$ cat src/design/c_subset_lexer_top_assert.svh
// Assertion macros shared by the lexer modules.
// Depends on nothing; included by c_sl_core and c_sl_fifo.
`ifndef C_SUBSET_LEXER_TOP_ASSERT_SVH
`define C_SUBSET_LEXER_TOP_ASSERT_SVH

// Consequent checked in the same cycle as the antecedent.
`define C_SL_ASSERT_SAME(label, clk, rst, ante, cons) \
  label: assert property (@(posedge clk) disable iff (rst) (ante) |-> (cons)) \
    else $error("c_sl: same-cycle check failed");

// Consequent checked in the cycle after the antecedent.
`define C_SL_ASSERT_NEXT(label, clk, rst, ante, cons) \
  label: assert property (@(posedge clk) disable iff (rst) (ante) |=> (cons)) \
    else $error("c_sl: next-cycle check failed");

`endif

$ cat src/design/c_sl_pkg.sv
// Shared types, token codes, limits and keyword table for the C subset lexer.
// No dependencies; used by c_sl_core, c_sl_fifo and c_subset_lexer_top.
`timescale 1ns / 1ps

package c_sl_pkg;

  // Token limits
  localparam int MAX_IDENT_LEN  = 49;
  localparam int MAX_STRING_LEN = 1024;
  localparam int MAX_DIGITS     = 10;
  localparam logic [30:0] INT_LIMIT = 31'h7fff_ffff;

  // Result queue geometry
  localparam int FIFO_DEPTH = 4;
  localparam int PTR_W      = $clog2(FIFO_DEPTH);
  localparam int CNT_W      = $clog2(FIFO_DEPTH + 1);

  // Token codes
  localparam logic [5:0] KIND_CONST   = 6'd0;
  localparam logic [5:0] KIND_INT     = 6'd1;
  localparam logic [5:0] KIND_CHAR    = 6'd2;
  localparam logic [5:0] KIND_VOID    = 6'd3;
  localparam logic [5:0] KIND_IDENT   = 6'd4;
  localparam logic [5:0] KIND_IF      = 6'd5;
  localparam logic [5:0] KIND_ELSE    = 6'd6;
  localparam logic [5:0] KIND_WHILE   = 6'd7;
  localparam logic [5:0] KIND_FOR     = 6'd8;
  localparam logic [5:0] KIND_SCANF   = 6'd9;
  localparam logic [5:0] KIND_PRINTF  = 6'd10;
  localparam logic [5:0] KIND_RETURN  = 6'd11;
  localparam logic [5:0] KIND_EQ      = 6'd12;
  localparam logic [5:0] KIND_NE      = 6'd13;
  localparam logic [5:0] KIND_GT      = 6'd14;
  localparam logic [5:0] KIND_GE      = 6'd15;
  localparam logic [5:0] KIND_LT      = 6'd16;
  localparam logic [5:0] KIND_LE      = 6'd17;
  localparam logic [5:0] KIND_LPAREN  = 6'd18;
  localparam logic [5:0] KIND_RPAREN  = 6'd19;
  localparam logic [5:0] KIND_LBRACK  = 6'd20;
  localparam logic [5:0] KIND_RBRACK  = 6'd21;
  localparam logic [5:0] KIND_LBRACE  = 6'd22;
  localparam logic [5:0] KIND_RBRACE  = 6'd23;
  localparam logic [5:0] KIND_COMMA   = 6'd24;
  localparam logic [5:0] KIND_SEMI    = 6'd25;
  localparam logic [5:0] KIND_ASSIGN  = 6'd26;
  localparam logic [5:0] KIND_NUMBER  = 6'd27;
  localparam logic [5:0] KIND_CHARCON = 6'd28;
  localparam logic [5:0] KIND_STRING  = 6'd29;
  localparam logic [5:0] KIND_PLUS    = 6'd30;
  localparam logic [5:0] KIND_MINUS   = 6'd31;
  localparam logic [5:0] KIND_STAR    = 6'd32;
  localparam logic [5:0] KIND_SLASH   = 6'd33;
  localparam logic [5:0] KIND_MAIN    = 6'd34;
  localparam logic [5:0] KIND_ERROR   = 6'd35;

  // Keywords, lower case, right-justified in a six-byte window
  localparam int KW_COUNT = 12;
  localparam logic [47:0] KW_WORD [KW_COUNT] = '{
    48'h0063_6f6e_7374,
    48'h0000_0069_6e74,
    48'h0000_6368_6172,
    48'h0000_766f_6964,
    48'h0000_0000_6966,
    48'h0000_656c_7365,
    48'h0077_6869_6c65,
    48'h0000_0066_6f72,
    48'h0073_6361_6e66,
    48'h7072_696e_7466,
    48'h7265_7475_726e,
    48'h0000_6d61_696e
  };
  localparam logic [2:0] KW_LEN [KW_COUNT] = '{
    3'd5, 3'd3, 3'd4, 3'd4, 3'd2, 3'd4, 3'd5, 3'd3, 3'd5, 3'd6, 3'd6, 3'd4
  };
  localparam logic [5:0] KW_KIND [KW_COUNT] = '{
    KIND_CONST, KIND_INT, KIND_CHAR, KIND_VOID, KIND_IF, KIND_ELSE,
    KIND_WHILE, KIND_FOR, KIND_SCANF, KIND_PRINTF, KIND_RETURN, KIND_MAIN
  };

  // One source item
  typedef struct packed {
    logic [7:0] char_byte;
    logic       end_of_input;
  } src_t;

  // One token
  typedef struct packed {
    logic [5:0]  token_kind;
    logic [30:0] token_value;
    logic [31:0] token_start;
    logic [10:0] token_length;
    logic        value_saturated;
    logic        last_of_run;
  } tok_t;

  // Tokens produced by one item, in order, with their count
  typedef struct packed {
    logic [1:0] count;
    tok_t       first;
    tok_t       second;
  } tok_pair_t;

  // Match an identifier against the keyword table
  function automatic logic [5:0] keyword_kind(input logic [47:0] window,
                                              input logic [10:0] len);
    logic [5:0] kind;
    kind = KIND_IDENT;
    for (int k = 0; k < KW_COUNT; k++) begin
      if (len == 11'(KW_LEN[k]) && window == KW_WORD[k]) begin
        kind = KW_KIND[k];
      end
    end
    return kind;
  endfunction

endpackage

$ cat src/design/c_subset_lexer_top.sv
// Top level of the C subset lexer: input register, lexer core, result queue.
// Depends on c_sl_pkg, c_sl_core and c_sl_fifo.
//
//   channel  dir  handshake              payload
//   src      in   src_valid/src_ready    c_sl_pkg::src_t (one byte or end mark)
//   tok      out  tok_valid/tok_ready    c_sl_pkg::tok_t (one token)
//
// One source byte per cycle: a byte is held in the input register, then the core lexes
// it and writes its zero, one or two tokens into a four-entry queue. The queue drains
// one token per cycle while tok_ready is high, so bytes that each end two tokens run
// at the rate of the output; the core takes a byte only while two queue slots are free.
// Synchronous reset returns the lexer to between-tokens at offset zero; no sweep.
`timescale 1ns / 1ps

module c_subset_lexer_top (
  input  logic            clk,
  input  logic            rst,
  input  logic            src_valid,
  output logic            src_ready,
  input  c_sl_pkg::src_t  src,
  output logic            tok_valid,
  input  logic            tok_ready,
  output c_sl_pkg::tok_t  tok
);

  c_sl_pkg::src_t      in_q;
  logic                in_vld;
  logic                fire;
  logic                room;
  c_sl_pkg::tok_pair_t push;

  // Lex the held byte when the queue can take its tokens
  assign fire      = in_vld && room;
  assign src_ready = !in_vld || fire;

  // Hold one input transfer
  always_ff @(posedge clk) begin
    if (rst) begin
      in_vld <= 1'b0;
    end else if (src_ready) begin
      in_vld <= src_valid;
    end
  end

  always_ff @(posedge clk) begin
    if (src_valid && src_ready) begin
      in_q <= src;
    end
  end

  c_sl_core u_core (
    .clk  (clk),
    .rst  (rst),
    .fire (fire),
    .src  (in_q),
    .push (push)
  );

  c_sl_fifo u_fifo (
    .clk       (clk),
    .rst       (rst),
    .push      (push),
    .room      (room),
    .tok_valid (tok_valid),
    .tok_ready (tok_ready),
    .tok       (tok)
  );

endmodule

$ cat src/design/c_sl_core.sv
// Lexer state and per-byte token logic: one item in, up to two tokens out.
// Depends on c_sl_pkg and c_subset_lexer_top_assert.svh.
`timescale 1ns / 1ps
`include "c_subset_lexer_top_assert.svh"

module c_sl_core (
  input  logic                 clk,
  input  logic                 rst,
  input  logic                 fire,
  input  c_sl_pkg::src_t       src,
  output c_sl_pkg::tok_pair_t  push
);

  typedef enum logic [3:0] {
    M_IDLE, M_IDENT, M_EQ, M_BANG, M_GT, M_LT, M_NUMBER, M_QUOTE, M_CHARGOT, M_STRING
  } mode_t;

  mode_t       mode, mode_next;
  logic [47:0] window, window_next;
  logic [30:0] acc, acc_next;
  logic [3:0]  digits, digits_next;
  logic        sat, sat_next;
  logic [7:0]  pend, pend_next;
  logic [10:0] run_len, run_len_next;
  logic [31:0] tok_begin, tok_begin_next;
  logic [31:0] byte_off, byte_off_next;

  logic [7:0]  ch, lc;
  logic [3:0]  dig;
  logic        ch_upper, ch_letter, ch_digit, ch_print;
  logic [34:0] prod;
  logic        ovf;

  c_sl_pkg::tok_t fl, st, ct, first;
  logic           fl_vld, st_vld, ct_vld, first_vld, absorb, use_start;
  mode_t          st_mode, ct_mode;

  // Classify the incoming byte
  assign ch        = src.char_byte;
  assign ch_upper  = (ch >= "A") && (ch <= "Z");
  assign ch_letter = ((ch >= "a") && (ch <= "z")) || ch_upper || (ch == "_");
  assign ch_digit  = (ch >= "0") && (ch <= "9");
  assign ch_print  = (ch >= 8'd32) && (ch <= 8'd126);
  assign lc        = ch_upper ? ch + 8'd32 : ch;
  assign dig       = ch[3:0];

  // Accumulate one decimal digit, clamp at the int limit
  assign prod = ({4'd0, acc} << 3) + ({4'd0, acc} << 1) + {31'd0, dig};
  assign ovf  = prod > {4'd0, c_sl_pkg::INT_LIMIT};

  // Token that the pending state turns into when it is cut off
  always_comb begin
    fl_vld = 1'b1;
    fl = '0;
    fl.token_start  = tok_begin;
    fl.token_length = 11'd1;
    fl.token_kind   = c_sl_pkg::KIND_ERROR;
    unique case (mode) inside
      M_IDENT: begin
        fl.token_kind   = c_sl_pkg::keyword_kind(window, run_len);
        fl.token_length = run_len;
      end
      M_EQ: fl.token_kind = c_sl_pkg::KIND_ASSIGN;
      M_GT: fl.token_kind = c_sl_pkg::KIND_GT;
      M_LT: fl.token_kind = c_sl_pkg::KIND_LT;
      M_NUMBER: begin
        fl.token_kind      = c_sl_pkg::KIND_NUMBER;
        fl.token_value     = acc;
        fl.token_length    = 11'(digits);
        fl.value_saturated = sat;
      end
      M_BANG, M_QUOTE: fl.token_kind = c_sl_pkg::KIND_ERROR;
      M_CHARGOT: fl.token_length = 11'd2;
      M_STRING: fl.token_length = run_len + 11'd1;
      default: fl_vld = 1'b0;
    endcase
  end

  // Decode a byte that begins a new token
  always_comb begin
    st_vld  = 1'b0;
    st_mode = M_IDLE;
    st = '0;
    st.token_start  = byte_off;
    st.token_length = 11'd1;
    st.token_kind   = c_sl_pkg::KIND_ERROR;
    unique case (ch) inside
      " ", "\t", "\n": st_mode = M_IDLE;
      "=":  st_mode = M_EQ;
      "!":  st_mode = M_BANG;
      ">":  st_mode = M_GT;
      "<":  st_mode = M_LT;
      "'":  st_mode = M_QUOTE;
      "\"": st_mode = M_STRING;
      "(":  begin st_vld = 1'b1; st.token_kind = c_sl_pkg::KIND_LPAREN; end
      ")":  begin st_vld = 1'b1; st.token_kind = c_sl_pkg::KIND_RPAREN; end
      "[":  begin st_vld = 1'b1; st.token_kind = c_sl_pkg::KIND_LBRACK; end
      "]":  begin st_vld = 1'b1; st.token_kind = c_sl_pkg::KIND_RBRACK; end
      "{":  begin st_vld = 1'b1; st.token_kind = c_sl_pkg::KIND_LBRACE; end
      "}":  begin st_vld = 1'b1; st.token_kind = c_sl_pkg::KIND_RBRACE; end
      ",":  begin st_vld = 1'b1; st.token_kind = c_sl_pkg::KIND_COMMA; end
      ";":  begin st_vld = 1'b1; st.token_kind = c_sl_pkg::KIND_SEMI; end
      "+":  begin st_vld = 1'b1; st.token_kind = c_sl_pkg::KIND_PLUS; end
      "-":  begin st_vld = 1'b1; st.token_kind = c_sl_pkg::KIND_MINUS; end
      "*":  begin st_vld = 1'b1; st.token_kind = c_sl_pkg::KIND_STAR; end
      "/":  begin st_vld = 1'b1; st.token_kind = c_sl_pkg::KIND_SLASH; end
      default: begin
        if (ch_letter) begin
          st_mode = M_IDENT;
        end else if (ch_digit) begin
          st_mode = M_NUMBER;
        end else begin
          st_vld = 1'b1;
        end
      end
    endcase
  end

  // Decide whether the pending token takes this byte
  always_comb begin
    absorb  = 1'b0;
    ct_vld  = 1'b0;
    ct_mode = mode;
    ct = '0;
    ct.token_start  = tok_begin;
    ct.token_length = 11'd2;
    ct.token_kind   = c_sl_pkg::KIND_EQ;
    unique case (mode) inside
      M_IDENT:
        absorb = (ch_letter || ch_digit) && (run_len < 11'(c_sl_pkg::MAX_IDENT_LEN));
      M_EQ, M_BANG, M_GT, M_LT: begin
        if (ch == "=") begin
          absorb  = 1'b1;
          ct_vld  = 1'b1;
          ct_mode = M_IDLE;
          if (mode == M_BANG) begin
            ct.token_kind = c_sl_pkg::KIND_NE;
          end else if (mode == M_GT) begin
            ct.token_kind = c_sl_pkg::KIND_GE;
          end else if (mode == M_LT) begin
            ct.token_kind = c_sl_pkg::KIND_LE;
          end
        end
      end
      M_NUMBER:
        absorb = ch_digit && (digits < 4'(c_sl_pkg::MAX_DIGITS));
      M_QUOTE: begin
        absorb  = (ch == "+") || (ch == "-") || (ch == "*") || (ch == "/") ||
                  ch_letter || ch_digit;
        ct_mode = M_CHARGOT;
      end
      M_CHARGOT: begin
        if (ch == "'") begin
          absorb          = 1'b1;
          ct_vld          = 1'b1;
          ct_mode         = M_IDLE;
          ct.token_kind   = c_sl_pkg::KIND_CHARCON;
          ct.token_value  = {23'd0, pend};
          ct.token_length = 11'd3;
        end
      end
      M_STRING: begin
        if (ch == "\"") begin
          absorb          = 1'b1;
          ct_vld          = 1'b1;
          ct_mode         = M_IDLE;
          ct.token_kind   = c_sl_pkg::KIND_STRING;
          ct.token_value  = {20'd0, run_len};
          ct.token_length = run_len + 11'd2;
        end else begin
          absorb = ch_print && (run_len < 11'(c_sl_pkg::MAX_STRING_LEN));
        end
      end
      default: absorb = 1'b0;
    endcase
  end

  // Combine continue, cut-off and restart into next state and results
  always_comb begin
    mode_next      = mode;
    window_next    = window;
    acc_next       = acc;
    digits_next    = digits;
    sat_next       = sat;
    pend_next      = pend;
    run_len_next   = run_len;
    tok_begin_next = tok_begin;
    byte_off_next  = byte_off;
    use_start      = 1'b0;
    first          = fl;
    first_vld      = 1'b0;
    if (src.end_of_input) begin
      first_vld = fl_vld;
      mode_next = M_IDLE;
    end else begin
      byte_off_next = byte_off + 32'd1;
      if (!fl_vld) begin
        use_start = 1'b1;
      end else if (absorb) begin
        mode_next = ct_mode;
        first     = ct;
        first_vld = ct_vld;
        unique case (mode) inside
          M_IDENT: begin
            window_next  = {window[39:0], lc};
            run_len_next = run_len + 11'd1;
          end
          M_NUMBER: begin
            acc_next    = ovf ? c_sl_pkg::INT_LIMIT : prod[30:0];
            sat_next    = sat | ovf;
            digits_next = digits + 4'd1;
          end
          M_QUOTE: pend_next = ch;
          M_STRING: begin
            if (!ct_vld) begin
              run_len_next = run_len + 11'd1;
            end
          end
          default: pend_next = pend;
        endcase
      end else begin
        first_vld = 1'b1;
        use_start = 1'b1;
      end
      if (use_start) begin
        tok_begin_next = byte_off;
        mode_next      = st_mode;
        if (st_mode == M_IDENT) begin
          window_next  = {40'd0, lc};
          run_len_next = 11'd1;
        end
        if (st_mode == M_NUMBER) begin
          acc_next    = {27'd0, dig};
          digits_next = 4'd1;
          sat_next    = 1'b0;
        end
        if (st_mode == M_STRING) begin
          run_len_next = 11'd0;
        end
      end
    end
  end

  // Place the tokens in order and mark the last one
  always_comb begin
    push = '0;
    if (first_vld) begin
      push.first  = first;
      push.second = st;
      push.count  = (use_start && st_vld) ? 2'd2 : 2'd1;
    end else begin
      push.first = st;
      push.count = (use_start && st_vld) ? 2'd1 : 2'd0;
    end
    push.first.last_of_run  = (push.count == 2'd1);
    push.second.last_of_run = 1'b1;
    if (!fire) begin
      push.count = 2'd0;
    end
  end

  // Hold lexer state; advance on each transfer into the core
  always_ff @(posedge clk) begin
    if (rst) begin
      mode      <= M_IDLE;
      window    <= '0;
      acc       <= '0;
      digits    <= '0;
      sat       <= 1'b0;
      pend      <= '0;
      run_len   <= '0;
      tok_begin <= '0;
      byte_off  <= '0;
    end else if (fire) begin
      mode      <= mode_next;
      window    <= window_next;
      acc       <= acc_next;
      digits    <= digits_next;
      sat       <= sat_next;
      pend      <= pend_next;
      run_len   <= run_len_next;
      tok_begin <= tok_begin_next;
      byte_off  <= byte_off_next;
    end
  end

  `C_SL_ASSERT_NEXT(a_end_clears_mode, clk, rst, fire && src.end_of_input, mode == M_IDLE)
  `C_SL_ASSERT_NEXT(a_offset_counts, clk, rst, fire && !src.end_of_input, byte_off == $past(byte_off) + 32'd1)
  `C_SL_ASSERT_NEXT(a_idle_holds, clk, rst, !fire, $stable(byte_off) && $stable(mode))
  `C_SL_ASSERT_SAME(a_end_single, clk, rst, push.count == 2'd2, !src.end_of_input)

endmodule

$ cat src/design/c_sl_fifo.sv
// Result queue: takes up to two tokens per cycle, delivers one per transfer.
// Depends on c_sl_pkg and c_subset_lexer_top_assert.svh.
`timescale 1ns / 1ps
`include "c_subset_lexer_top_assert.svh"

module c_sl_fifo (
  input  logic                 clk,
  input  logic                 rst,
  input  c_sl_pkg::tok_pair_t  push,
  output logic                 room,
  output logic                 tok_valid,
  input  logic                 tok_ready,
  output c_sl_pkg::tok_t       tok
);

  c_sl_pkg::tok_t                mem [c_sl_pkg::FIFO_DEPTH];
  logic [c_sl_pkg::PTR_W-1:0]    wr_ptr, rd_ptr;
  logic [c_sl_pkg::CNT_W-1:0]    count, count_next;
  logic                          pop;

  // Drain from the head, accept while two slots are free
  assign tok_valid  = (count != '0);
  assign tok        = mem[rd_ptr];
  assign pop        = tok_valid && tok_ready;
  assign room       = (count <= c_sl_pkg::CNT_W'(c_sl_pkg::FIFO_DEPTH - 2));
  assign count_next = count + c_sl_pkg::CNT_W'(push.count) - c_sl_pkg::CNT_W'(pop);

  // Advance pointers and count
  always_ff @(posedge clk) begin
    if (rst) begin
      wr_ptr <= '0;
      rd_ptr <= '0;
      count  <= '0;
    end else begin
      wr_ptr <= wr_ptr + c_sl_pkg::PTR_W'(push.count);
      rd_ptr <= rd_ptr + c_sl_pkg::PTR_W'(pop);
      count  <= count_next;
    end
  end

  // Store tokens in arrival order
  always_ff @(posedge clk) begin
    if (push.count != 2'd0) begin
      mem[wr_ptr] <= push.first;
    end
    if (push.count == 2'd2) begin
      mem[wr_ptr + c_sl_pkg::PTR_W'(1)] <= push.second;
    end
  end

  `C_SL_ASSERT_SAME(a_push_has_room, clk, rst, push.count != 2'd0, room)
  `C_SL_ASSERT_NEXT(a_pop_only, clk, rst, pop && push.count == 2'd0, count == $past(count) - c_sl_pkg::CNT_W'(1))

endmodule

$ cat config.mk
export PLATFORM = sky130hd
export DESIGN_NAME = c_subset_lexer_top
export DESIGN_NICKNAME = d
export VERILOG_FILES = /design/src/design/c_sl_pkg.sv /design/src/design/c_subset_lexer_top.sv /design/src/design/c_sl_core.sv /design/src/design/c_sl_fifo.sv
export VERILOG_INCLUDE_DIRS = /design/src /design/src/design
export SDC_FILE = /design/constraint.sdc
export NUM_CORES = 1
export LEC_CHECK = 0
export ABC_AREA = 1
export ABC_CLOCK_PERIOD_IN_PS = 5500
export BUFFER_PORTS_ARGS = -buffer_cell sky130_fd_sc_hd__buf_4
export CORE_MARGIN = 2
export CORE_UTILIZATION = 55
export DETAILED_ROUTE_END_ITERATION = 8
export PLACE_DENSITY = 0.72
export SLEW_MARGIN = 0
export SYNTH_ARGS = -nofsm -noshare
export SYNTH_HDL_FRONTEND = slang
export SYNTH_SLANG_ARGS = --single-unit
export TNS_END_PERCENT = 5
$ cat constraint.sdc
create_clock -name clk -period 5.5 [get_ports clk]
set_input_delay 0.55 -clock clk [delete_from_list [all_inputs] [get_ports clk]]
set_output_delay 0.55 -clock clk [all_outputs]
set_load 0.01 [all_outputs]
==> impl_metrics.env <==
export IMPL_min_path_cells=1
export IMPL_min_to="in_q[5]"
export IMPL_r2r_slack_ns=0.75
export IMPL_crit_arrival_ns=5.00
export IMPL_synth_area_um2=28500
export IMPL_clockRootBuffer="clkbuf_16"
export IMPL_cp_required_ns=5.75
export IMPL_period_minus_slack_ns=4.75
export IMPL_synth_top_cell_by_area="dfxtp_1"
export IMPL_clock_sinks=516
export IMPL_tns_ns=0
export IMPL_cts_tree="built"
export IMPL_dp_slack_ns=0.925
export IMPL_clock_path_buffers=3
export IMPL_floorplan_initialDensity=0.556
export IMPL_status="completed"
export IMPL_ant_nets=0
export IMPL_irDropWorstVdd_uv=246
export IMPL_p_per_area_nw_per_um2=358
export IMPL_ff2ff_path_depth=19
export IMPL_grt_max_degree=90
export IMPL_grt_pass1_wl_um=134000
export IMPL_final_util=0.610
export IMPL_ios=97
export IMPL_cts_made_buffers=53
export IMPL_core_area_um2=51200
export IMPL_h_tree_depth=2
export IMPL_n_fill_cell=4746
export IMPL_grt_antenna_before_repair=0
export IMPL_path_clk_slew_ns=0.06
export IMPL_routed_wirelength_um=84400
export IMPL_drv_slew=0
export IMPL_synth_common_cells="nand2_1 (1,125), nor2_1 (476), o21ai_0 (373)"
export IMPL_dp_cells=4593
export IMPL_synthesis_area_per_instance_um2=7.14
export IMPL_layout_drive_gt1_share=0.0808
export IMPL_holdWs_ns=0.108
export IMPL_hold_viol_final=0
export IMPL_synthTopCellsByArea="dfxtp_1 (25%), edfxtp_1 (17%), nand2_1 (15%), o21ai_0 (6.6%), nor2_1 (6.3%)"
export IMPL_power_leakage_nw=12.8
export IMPL_total_power_mw=11.2
export IMPL_fmax_mhz=211
export IMPL_r2r_end="u_fifo.mem[3][78]"
export IMPL_fin_nets=4063
export IMPL_track_usage=0.310
export IMPL_synth_edf_count=165
export IMPL_drc_errors=0
export IMPL_r2r_start="in_q[6]"
export IMPL_min_from="src[5]"
export IMPL_wl_per_cell_um=18.0
export IMPL_dieArea_um2=53600
export IMPL_async_flop_share=0
export IMPL_synth_warnings=0
export IMPL_yosysSeqAreaShare=0.421
export IMPL_syn_inst=3986
export IMPL_dominantRegCellSynth="dfxtp_1"
export IMPL_syn_to_final_growth_pct=9.80
export IMPL_postLayoutCellArea_um2=31300
export IMPL_via_per_inst=5.81
export IMPL_seq_area_um2=12000
export IMPL_worst_setup_path_end_kind="flip-flop"
export IMPL_num_rows=83
export IMPL_portBuffers=96
export IMPL_maxCapViolCount=0
export IMPL_synth_nets=4081
export IMPL_post_cts_buffers=0
export IMPL_overflow=0
export IMPL_synth_cell_types=53
export IMPL_dp_final_hpwl_um=53700
export IMPL_first_iter_violations=2985
export IMPL_slew_headroom=0.316
export IMPL_ys_seq_elements=516
export IMPL_routabilityCongestion=1.00
export IMPL_vias=27300
export IMPL_place_area_um2=29500
export IMPL_multi_input_area_um2=14500
export IMPL_grt_pass1_vias=25100
export IMPL_setup_viol=0
export IMPL_cts_hold_buffers_added=0
export IMPL_max_slew_worst_pin_slew_ns=1.03
export IMPL_worstSkewPairLatency_ns=0.64
export IMPL_setup_slack_ns=0.753
export IMPL_firstDrtPassIters=6
export IMPL_stdcell_count=4693
export IMPL_die_h_um=232
export IMPL_period_share=0.863
export IMPL_hold_path_class="primary input to flip-flop"
export IMPL_critPathLaunchType="flip-flop"
export IMPL_cts_resized=0
export IMPL_synth_top_cell_area_share=0.247
export IMPL_rsz0062_at_grt="false"
export IMPL_die_width_um=232
export IMPL_crit_fanout=39
export IMPL_finClkSkew_ns=0.0256
export IMPL_crit_type="flip-flop to flip-flop"
export IMPL_synth_most_common_cell="nand2_1"
area by class of cell:
class                   instances  share of cell area
multi-input cells            2954               0.463
flip-flops and latches        516               0.383
clock buffers                  82              0.0495
inverters                     305              0.0367
repair buffers                138              0.0335
well taps                     680              0.0272
clock inverters                17             0.00677
diodes                          1           0.0000801
per-layer routing:
| layer | up-vias | GRT usage | routed length, µm |
|---|---|---|---|
| met2 | 1151 | 0.494 | 37700 |
| met3 | 185 | 0.0391 | 6730 |
| met5 | - | 0 | 0 |
| met1 | 12600 | 0.433 | 37400 |
| met4 | 0 | 0.113 | 2620 |
| li1 | 13300 | - | - |
registers in the layout, summed over array words and instances, names as in the netlist, 4 cells and up:
name,cells
u_core.run_len,11
u_core.acc,31
u_core.pend,8
u_core.digits,4
in_q,9
u_core.tok_begin,32
u_core.byte_off,32
u_fifo.mem,328
u_core.mode,4
u_core.window,48
cells in the final DEF (no fill, tap or decap), types with 34 or more instances in the layout:
master | synthesis | routed
nand3_1 | 162 | 162
xor2_1 | 34 | 34
nand2_1 | 1125 | 1120
clkbuf_16 | 0 | 55
nand4_1 | 34 | 34
edfxtp_1 | 165 | 165
dfxtp_1 | 351 | 349
a21oi_1 | 197 | 197
o22ai_1 | 228 | 228
buf_4 | 11 | 137
nor2_1 | 476 | 471
o21ai_0 | 373 | 373
nor3_1 | 62 | 62
ha_1 | 79 | 79
inv_1 | 277 | 270
logic make-up (layout without fill, tap and decap cells):
logic type               count (synthesis)  count (layout)  synth area share
adder cells (fa/ha/maj)                 82              82            0.0368
AND/OR/NAND/NOR                       1925            1925             0.277
AO/OA/AOI/OAI                          895             895             0.177
buffers and inverters                  516             542            0.0723
flip-flops                             516             516             0.421
XOR/XNOR                                52              52            0.0160
other                                    0               1                 0
worst max path at each step:
stage,start,to
after floorplan,in_q[8],u_fifo.mem[0][56]
after global placement,u_core.mode[0],u_fifo.mem[3][28]
after detailed placement,in_q[6],u_fifo.mem[3][28]
after CTS,u_core.mode[1],u_fifo.mem[3][78]
after global routing,in_q[6],u_fifo.mem[3][78]
final,in_q[6],u_fifo.mem[3][78]
worst max-delay path: stages, from the launching register on:
cell and delay [ns]:
edfxtp_1 0.60, nand2_2 0.16, nor2_8 0.21, nand2_1 0.09
nor2_1 0.21, nand2_1 0.28, nand3_1 0.52, nor2_1 0.10
nand2_2 0.11, nand2_4 0.05, inv_2 0.05, ha_1 0.15
nand2_1 0.10, nor2_1 0.10, inv_1 0.08, nor2_1 0.42
clkinv_1 0.13, buf_4 0.32, nand2_2 0.13, buf_4 0.55
report_power, final:
| group | total [mW] | internal, mW | switching [mW] |
|---|---|---|---|
| sequential | 4.26 | 4.10 | 0.157 |
| combinational | 3.28 | 1.08 | 2.19 |
| clock | 3.66 | 2.09 | 1.57 |
Note: power is estimated with default switching activity, not from simulation.
